File: src/rtl/core/ckt_pkg.sv
// Package for the counted key table: sizes, command and status codes,
// controller-to-datapath command word. No dependencies.
package ckt_pkg;

  localparam int ENTRIES    = 16;
  localparam int COUNT_BITS = 16;

  localparam int KEY_W     = 64;
  localparam int AMT_W     = 16;
  localparam int OUT_CNT_W = 16;
  localparam int OUT_USE_W = 5;
  localparam int IDX_W     = (ENTRIES > 1) ? $clog2(ENTRIES) : 1;
  localparam int USED_W    = $clog2(ENTRIES + 1);
  localparam int SUM_W     = ((COUNT_BITS > AMT_W) ? COUNT_BITS : AMT_W) + 1;

  localparam logic [COUNT_BITS-1:0] CNT_MAX = {COUNT_BITS{1'b1}};

  typedef enum logic [1:0] {
    CMD_ADD    = 2'd0,
    CMD_REMOVE = 2'd1,
    CMD_LOOKUP = 2'd2
  } cmd_code_t;

  typedef enum logic [1:0] {
    ST_DONE   = 2'd0,
    ST_FULL   = 2'd1,
    ST_ABSENT = 2'd2
  } status_t;

  typedef struct packed {
    logic capture;
    logic match;
    logic exec;
  } ckt_cmd_t;

endpackage

File: src/rtl/core/ckt_ctrl.sv
// Controller for the counted key table: sequences capture, match and execute
// and owns the output valid flag. Depends on ckt_pkg.
module ckt_ctrl
  import ckt_pkg::*;
(
  input  logic     clk,
  input  logic     rst_n,
  input  logic     in_tvalid,
  output logic     in_tready,
  output logic     out_tvalid,
  input  logic     out_tready,
  output ckt_cmd_t cmd
);

  typedef enum logic [2:0] {
    S_IDLE  = 3'b001,
    S_MATCH = 3'b010,
    S_EXEC  = 3'b100
  } state_t;

  state_t state_r, state_nxt;
  logic   out_valid_r, out_valid_nxt;
  logic   out_load;
  logic   accept;

  assign out_load  = (state_r == S_EXEC) && (!out_valid_r || out_tready);
  assign in_tready = (state_r == S_IDLE) || out_load;
  assign accept    = in_tvalid && in_tready;

  assign cmd.capture = accept;
  assign cmd.match   = (state_r == S_MATCH);
  assign cmd.exec    = out_load;

  assign out_tvalid = out_valid_r;

  always_comb begin
    state_nxt = state_r;
    unique case (state_r)
      S_IDLE: begin
        if (accept) state_nxt = S_MATCH;
      end
      S_MATCH: begin
        state_nxt = S_EXEC;
      end
      S_EXEC: begin
        if (out_load) state_nxt = accept ? S_MATCH : S_IDLE;
      end
      default: state_nxt = S_IDLE;
    endcase
  end

  always_comb begin
    out_valid_nxt = out_valid_r;
    priority if (out_load) begin
      out_valid_nxt = 1'b1;
    end else if (out_tready) begin
      out_valid_nxt = 1'b0;
    end else begin
      out_valid_nxt = out_valid_r;
    end
  end

  always_ff @(posedge clk) begin
    if (!rst_n) begin
      state_r     <= S_IDLE;
      out_valid_r <= 1'b0;
    end else begin
      state_r     <= state_nxt;
      out_valid_r <= out_valid_nxt;
    end
  end

endmodule

File: src/rtl/core/ckt_datapath.sv
// Datapath for the counted key table: key and count stores, parallel match,
// count update, compaction and output word register. Depends on ckt_pkg.
module ckt_datapath
  import ckt_pkg::*;
(
  input  logic                 clk,
  input  logic                 rst_n,
  input  ckt_cmd_t             cmd,
  input  logic [1:0]           in_cmd,
  input  logic [KEY_W-1:0]     in_key,
  input  logic [AMT_W-1:0]     in_amount,
  output logic [1:0]           out_status,
  output logic [OUT_CNT_W-1:0] out_count_now,
  output logic [OUT_USE_W-1:0] out_entries_used
);

  // bytes from the first zero byte on are cleared
  function automatic logic [KEY_W-1:0] canon_key(input logic [KEY_W-1:0] k);
    logic [KEY_W-1:0] r;
    logic             alive;
    r     = '0;
    alive = 1'b1;
    for (int b = 0; b < 8; b++) begin
      if (k[8*b +: 8] == 8'h00) alive = 1'b0;
      if (alive) r[8*b +: 8] = k[8*b +: 8];
    end
    return r;
  endfunction

  logic [KEY_W-1:0]      key_store_r   [ENTRIES];
  logic [KEY_W-1:0]      key_store_nxt [ENTRIES];
  logic [COUNT_BITS-1:0] count_store_r   [ENTRIES];
  logic [COUNT_BITS-1:0] count_store_nxt [ENTRIES];
  logic [USED_W-1:0]     used_r, used_nxt;

  logic [1:0]       cmd_r;
  logic [KEY_W-1:0] key_r;
  logic [AMT_W-1:0] amt_r;
  logic [ENTRIES-1:0] match_r;

  status_t               status_r;
  logic [OUT_CNT_W-1:0]  count_now_r;
  logic [OUT_USE_W-1:0]  used_out_r;

  logic [IDX_W-1:0]      idx;
  logic                  hit;
  logic                  full;
  logic [COUNT_BITS-1:0] cnt_sel;
  logic [SUM_W-1:0]      cnt_w, amt_w, sum_w, max_w, diff_w;
  logic [COUNT_BITS-1:0] sum_sat, amt_sat;
  logic                  drop;
  status_t               status_c;
  logic [COUNT_BITS-1:0] cnt_res;

  // keys are unique in the table, so at most one match bit is set
  always_comb begin
    idx = '0;
    for (int i = 0; i < ENTRIES; i++) begin
      if (match_r[i]) idx = idx | IDX_W'(i);
    end
  end

  assign hit     = |match_r;
  assign full    = (used_r == USED_W'(ENTRIES));
  assign cnt_sel = count_store_r[idx];
  assign cnt_w   = SUM_W'(cnt_sel);
  assign amt_w   = SUM_W'(amt_r);
  assign max_w   = SUM_W'(CNT_MAX);
  assign sum_w   = cnt_w + amt_w;
  assign diff_w  = cnt_w - amt_w;
  assign sum_sat = (sum_w > max_w) ? CNT_MAX : COUNT_BITS'(sum_w);
  assign amt_sat = (amt_w > max_w) ? CNT_MAX : COUNT_BITS'(amt_w);
  assign drop    = (cmd_r == CMD_REMOVE) && hit && (amt_w >= cnt_w);

  always_comb begin
    key_store_nxt   = key_store_r;
    count_store_nxt = count_store_r;
    used_nxt        = used_r;
    status_c        = ST_DONE;
    cnt_res         = '0;
    unique case (cmd_r)
      CMD_ADD: begin
        priority if (hit) begin
          count_store_nxt[idx] = sum_sat;
          cnt_res              = sum_sat;
        end else if (full) begin
          status_c = ST_FULL;
        end else begin
          key_store_nxt[used_r[IDX_W-1:0]]   = key_r;
          count_store_nxt[used_r[IDX_W-1:0]] = amt_sat;
          used_nxt                           = used_r + USED_W'(1);
          cnt_res                            = amt_sat;
        end
      end
      CMD_REMOVE: begin
        priority if (!hit) begin
          status_c = ST_ABSENT;
        end else if (drop) begin
          for (int i = 0; i < ENTRIES - 1; i++) begin
            if (IDX_W'(i) >= idx) begin
              key_store_nxt[i]   = key_store_r[i+1];
              count_store_nxt[i] = count_store_r[i+1];
            end
          end
          used_nxt = used_r - USED_W'(1);
        end else begin
          count_store_nxt[idx] = COUNT_BITS'(diff_w);
          cnt_res              = COUNT_BITS'(diff_w);
        end
      end
      default: begin
        if (hit) cnt_res = cnt_sel;
        else     status_c = ST_ABSENT;
      end
    endcase
  end

  always_ff @(posedge clk) begin
    if (cmd.capture) begin
      cmd_r <= in_cmd;
      key_r <= canon_key(in_key);
      amt_r <= in_amount;
    end
    if (cmd.match) begin
      for (int i = 0; i < ENTRIES; i++) begin
        match_r[i] <= (USED_W'(i) < used_r) && (key_store_r[i] == key_r);
      end
    end
    if (cmd.exec) begin
      key_store_r   <= key_store_nxt;
      count_store_r <= count_store_nxt;
      status_r      <= status_c;
      count_now_r   <= OUT_CNT_W'(cnt_res);
      used_out_r    <= OUT_USE_W'(used_nxt);
    end
  end

  always_ff @(posedge clk) begin
    if (!rst_n) begin
      used_r <= '0;
    end else if (cmd.exec) begin
      used_r <= used_nxt;
    end
  end

  assign out_status       = status_r;
  assign out_count_now    = count_now_r;
  assign out_entries_used = used_out_r;

endmodule

File: src/rtl/core/counted_key_table.sv
// Counted key table top level: controller plus datapath.
// Depends on ckt_pkg, ckt_ctrl and ckt_datapath.
//
//   channel | dir | tdata (low bit up)                    | tuser
//   in_     | in  | key[63:0], amount[79:64]              | cmd[1:0]
//   out_    | out | count_now[15:0], entries_used[20:16]  | status[1:0]
//
// Each word goes through a match state, comparing the key with every stored
// entry, then an execute state for the count read-modify-write and compaction shift.
// The next word is taken in the execute cycle when the output register is free.
// In the datapath, reset clears only the occupancy count; stores need no clearing pass.
// A stalled output word holds the block in its execute cycle.
module counted_key_table
  import ckt_pkg::*;
(
  input  logic        clk,
  input  logic        rst_n,
  input  logic        in_tvalid,
  output logic        in_tready,
  input  logic [79:0] in_tdata,   // key[63:0], amount[79:64]
  input  logic [1:0]  in_tuser,   // cmd[1:0]
  output logic        out_tvalid,
  input  logic        out_tready,
  output logic [23:0] out_tdata,  // count_now[15:0], entries_used[20:16], zero pad
  output logic [1:0]  out_tuser   // status[1:0]
);

  ckt_cmd_t             cmd;
  logic [OUT_CNT_W-1:0] count_now;
  logic [OUT_USE_W-1:0] entries_used;

  ckt_ctrl u_ctrl (
    .clk        (clk),
    .rst_n      (rst_n),
    .in_tvalid  (in_tvalid),
    .in_tready  (in_tready),
    .out_tvalid (out_tvalid),
    .out_tready (out_tready),
    .cmd        (cmd)
  );

  ckt_datapath u_dp (
    .clk              (clk),
    .rst_n            (rst_n),
    .cmd              (cmd),
    .in_cmd           (in_tuser),
    .in_key           (in_tdata[63:0]),
    .in_amount        (in_tdata[79:64]),
    .out_status       (out_tuser),
    .out_count_now    (count_now),
    .out_entries_used (entries_used)
  );

  assign out_tdata = {3'b000, entries_used, count_now};

endmodule

File: config.mk
export PLATFORM = sky130hd
export DESIGN_NAME = counted_key_table
export DESIGN_NICKNAME = d
export VERILOG_FILES = /design/src/rtl/core/ckt_pkg.sv /design/src/rtl/core/ckt_ctrl.sv /design/src/rtl/core/ckt_datapath.sv /design/src/rtl/core/counted_key_table.sv
export SDC_FILE = /design/constraint.sdc
export NUM_CORES = 2
export LEC_CHECK = 0
export BUFFER_PORTS_ARGS = -buffer_cell sky130_fd_sc_hd__buf_2
export CAP_MARGIN = 10
export CORE_ASPECT_RATIO = 0.75
export CORE_UTILIZATION = 55
export CTS_BUF_LIST = sky130_fd_sc_hd__clkbuf_4 sky130_fd_sc_hd__clkbuf_8 sky130_fd_sc_hd__clkbuf_16
export CTS_CLUSTER_DIAMETER = 100
export DETAILED_ROUTE_END_ITERATION = 16
export PLACE_DENSITY = 0.73
export SLEW_MARGIN = 10
export SYNTH_ARGS = -nofsm -noshare
export SYNTH_HDL_FRONTEND = slang
export SYNTH_SLANG_ARGS = --single-unit
File: constraint.sdc
create_clock -name clk -period 22.8 [get_ports clk]
set_clock_uncertainty 0.1 [all_clocks]
set_input_delay 1.14 -clock clk [delete_from_list [all_inputs] [get_ports clk]]
set_output_delay 1.14 -clock clk [all_outputs]
set_load 0.01 [all_outputs]
==> results.cfg <==
[power_and_ir_drop]
ir_drop_uv = 86.0
clockPowerShare_pct = 41.0
p_switching_mw = 1.62
swShare_pct = 27.0
combPwrFrac_pct = 11.4
power.density_nw_per_um2 = 71.5
p_int_mw = 4.40
pwr-share-seq_pct = 47.6
p_total_mw = 6.02
p_leak_nw = 27.1

[cells_and_area]
area_delta_synth_final_pct = 9.58
final_layout_size_suffix_gt1_share_pct = 9.44
final_area_um2 = 84200
final_cells = 9360
layout.nets = 7503

[synthesis]
synth_area_um2 = 76800
yosys.area.top_type = edfxtp_1
syn_avg_cell_area_um2 = 10.2
synth_ff_type = edfxtp_1
ys_top_cells_by_area = edfxtp_1 55%, o21ai_0 7.2%, nand2_1 6.7%
synth_top_area_share_pct = 54.8
netlist_instances = 7553
ys_types = 93
synth-edff-count = 1401
synth_seq_cells = 1410
async_flop_share_pct = 0
synth-seq-area-share_pct = 55.0
yosysWarnings = 0

[timing]
min_period_ns = 8.78
maxSlewViolCount = 0
fin_crit_sh_pct = 38.5
tns_ns = 0
setup_viol = 0
hold_violations = 0
fmax_mhz = 114
worstMarginPinSlew_ns = 1.47
max-slew-margin-rel_pct = 2.02
rsz0062_at_grt = false

[route]
drc = 0
antenna_left = 0
via_count = 65500
routed_wl_mm = 326
routedWlPerCell_um = 34.8
via_per_inst = 7.00
drtIter0Drc = 14400
dr.pass1.iters = 8

[die]
fp.dieArea_um2 = 141000
core_um2 = 138000
die_x_um = 434
initial_core_util_pct = 55.5
die_h_um = 326
rows = 118
ioPinCount = 114

[critical_path]
cp.required_ns = 23.13
crit_path_end_kind = flop
worst_ep_arrival_time_ns = 9.10
cp_slowest_cell = a31oi_1
critPathKind = flop to flop
cp-start-kind = flop
slowest_delay_ns = 1.01
cp_common_cell = buf_4
crit_fanout = 76
cp_top_family = buffers and inverters
worst-path-buf-inv = 6
crit_chain = nor4_4 > buf_4 > and2_4 > buf_4 > nand2_1 > nand3_1 > nand3_1 > a31oi_1 > buf_4 > ha_1 > and4bb_2 > and4_1 > nand2_1 > o22ai_4 > buf_4 > buf_4 > buf_4 > a21oi_1 > o21a_1

[global_route]
gr-total-overflow = 0
grt_max_degree = 208
grt.total_usage_pct = 45.2
grt_pass1_wl_mm = 452
antenna_found_initial = 11
first_global_vias = 59100

[clocking]
postCtsSetupBuffers = 0
worstSkewPairLatency_ns = 0.82
cts_resized = 0
cts_tree = built
h-tree-depth = 4
cts_hold_buffers = 0
clock-sinks = 1410
clockBufferDepth = 3
numCtsBuffers = 147
clk_pin_slew_ns = 0.07
root_buffer = clkbuf_16

[placed_design]
numPlacedInstances = 9089
portBuffers = 110
dpl.hpwl_mm = 239
finalWeightedCongestion = 1.08
placed_area_um2 = 79400

[hold_path]
worstHoldPathType = input port to flop

[run_status]
status = finished clean

[job]
maxCapViolCount = 0
[placed cells by master, fill, tap and decap left out, types with 145 or more instances in the layout]
master        n
nand2_1    1376
nand3_1     166
o21ai_0    1102
nor4_1      146
nor3_1      148
xnor2_1     557
buf_4       230
nor2_1      145
xor2_1      370
edfxtp_1   1401
nand4_1     164
a21oi_1     230
a22oi_1     176
clkbuf_16   152
[layer usage]
metal	part of all wire, %	GRT usage [%]
met4	4.7	19.3
met3	18	18.1
met5	0.073	1.00
met2	37	56.3
met1	40	67.9
[stage by stage]
stage | hold WS, ns | util [%] | setup WS [ns]
3_3_place_gp | 0.439 | 57.3 | 14.23
5_1_grt | 0.389 | 60.8 | 13.80
4_1_cts | 0.373 | 60.8 | 14.43
3_5_place_dp | 0.438 | 57.4 | 14.44
2_1_floorplan | 0.324 | - | 13.44
6_report | 0.405 | 60.8 | 14.02
[flip-flops by register name, summed over array words and instances (netlist names)]
signal,flops
u_dp.amt_r,16
u_dp.cmd_r,2
u_ctrl.out_tvalid,1
u_dp.match_r,16
u_dp.count_store_r,256
u_dp.out_count_now,16
u_dp.out_status,2
u_ctrl.state_r,3
u_dp.key_r,64
u_dp.key_store_r,1024
u_dp.out_entries_used,5
u_dp.used_r,5
[worst paths after layout]
| check | startpoint | to | slack [ns] | cells past startpoint |
|---|---|---|---|---|
| max | u_dp.match_r[9] | u_dp.count_store_r[20] | 14.02 | 19 |
| min | in_tdata[66] | u_dp.amt_r[2] | 0.40 | 1 |
| max reg2reg | u_dp.match_r[9] | u_dp.count_store_r[20] | 14.02 | 19 |
| min reg2reg | u_dp.key_store_r[892] | u_dp.key_store_r[956] | 0.46 | 2 |
[logic make-up (layout without fill, tap and decap cells)]
group	Yosys count	after routing	synth area share, %
mux	3	3	0.0407
flops	1410	1410	55.0
compound gates	2016	2016	15.7
fa+ha+maj	39	39	0.655
buf+inv	792	729	4.13
simple gates	2364	2364	13.9
xor+xnor	928	928	10.6
other cells	1	11	0.00488
[layout make-up]
| type | count | area (um2) |
|---|---|---|
| Sequential cell | 1410 | 42300 |
| Timing Repair Buffer | 344 | 2360 |
| Inverter | 122 | 458 |
| Fill cell | 11300 | 54200 |
| Antenna cell | 8 | 20.0 |
| Clock inverter | 72 | 684 |
| Tap cell | 1860 | 2330 |
| Multi-Input combinational cell | 5353 | 32000 |
| Clock buffer | 191 | 4100 |
[power by group through the flow]
stage	clock network [mW]	logic (mW)	registers, mW
finish	2.47	0.686	2.87
global route	2.54	0.691	2.87
CTS	2.45	0.641	2.87
detailed placement	0	0.639	2.92
global placement	0	0.636	2.92
floorplan	0	0.360	2.91
[synth_stat cells, drive strengths merged, types with 5 or more instances]
| master | n |
|---|---|
| a2bb2oi | 7 |
| o21ai | 1120 |
| nor2b | 27 |
| inv | 122 |
| nor2 | 164 |
| edfxtp | 1401 |
| and4 | 8 |
| and3 | 22 |
| nand2 | 1377 |
| nand4 | 164 |
| a222oi | 6 |
| o211ai | 14 |
| a21oi | 239 |
| a221oi | 48 |
| nor3 | 154 |
| o2bb2ai | 17 |
| o21a | 9 |
| nand2b | 15 |
| o22ai | 99 |
| o22a | 60 |
| o2111ai | 5 |
| a22o | 10 |
| a31oi | 30 |
| nor4 | 157 |
| buf | 132 |
| xnor2 | 558 |
| a211oi | 31 |
| and2 | 58 |
| a221o | 24 |
| dfxtp | 9 |
| a21boi | 6 |
| or3 | 10 |
| a22oi | 176 |
| a311oi | 8 |
| o31ai | 18 |
| nand3 | 181 |
| o221ai | 54 |
| xor2 | 370 |
| or2 | 6 |
| ha | 37 |
| clkbuf | 538 |
[worst reg2reg max path, cell delays in order (launching register included)]
cell      delay, ns
edfxtp_1       0.46
nor4_4         0.29
buf_4          0.27
and2_4         0.69
buf_4          0.77
nand2_1        0.20
nand3_1        0.12
nand3_1        0.15
a31oi_1        1.01
buf_4          0.30
ha_1           0.35
and4bb_2       0.35
and4_1         0.20
nand2_1        0.12
o22ai_4        0.22
buf_4          0.57
buf_4          0.76
buf_4          0.82
a21oi_1        0.15
o21a_1         0.49
Power figures use the tool's default switching activity.
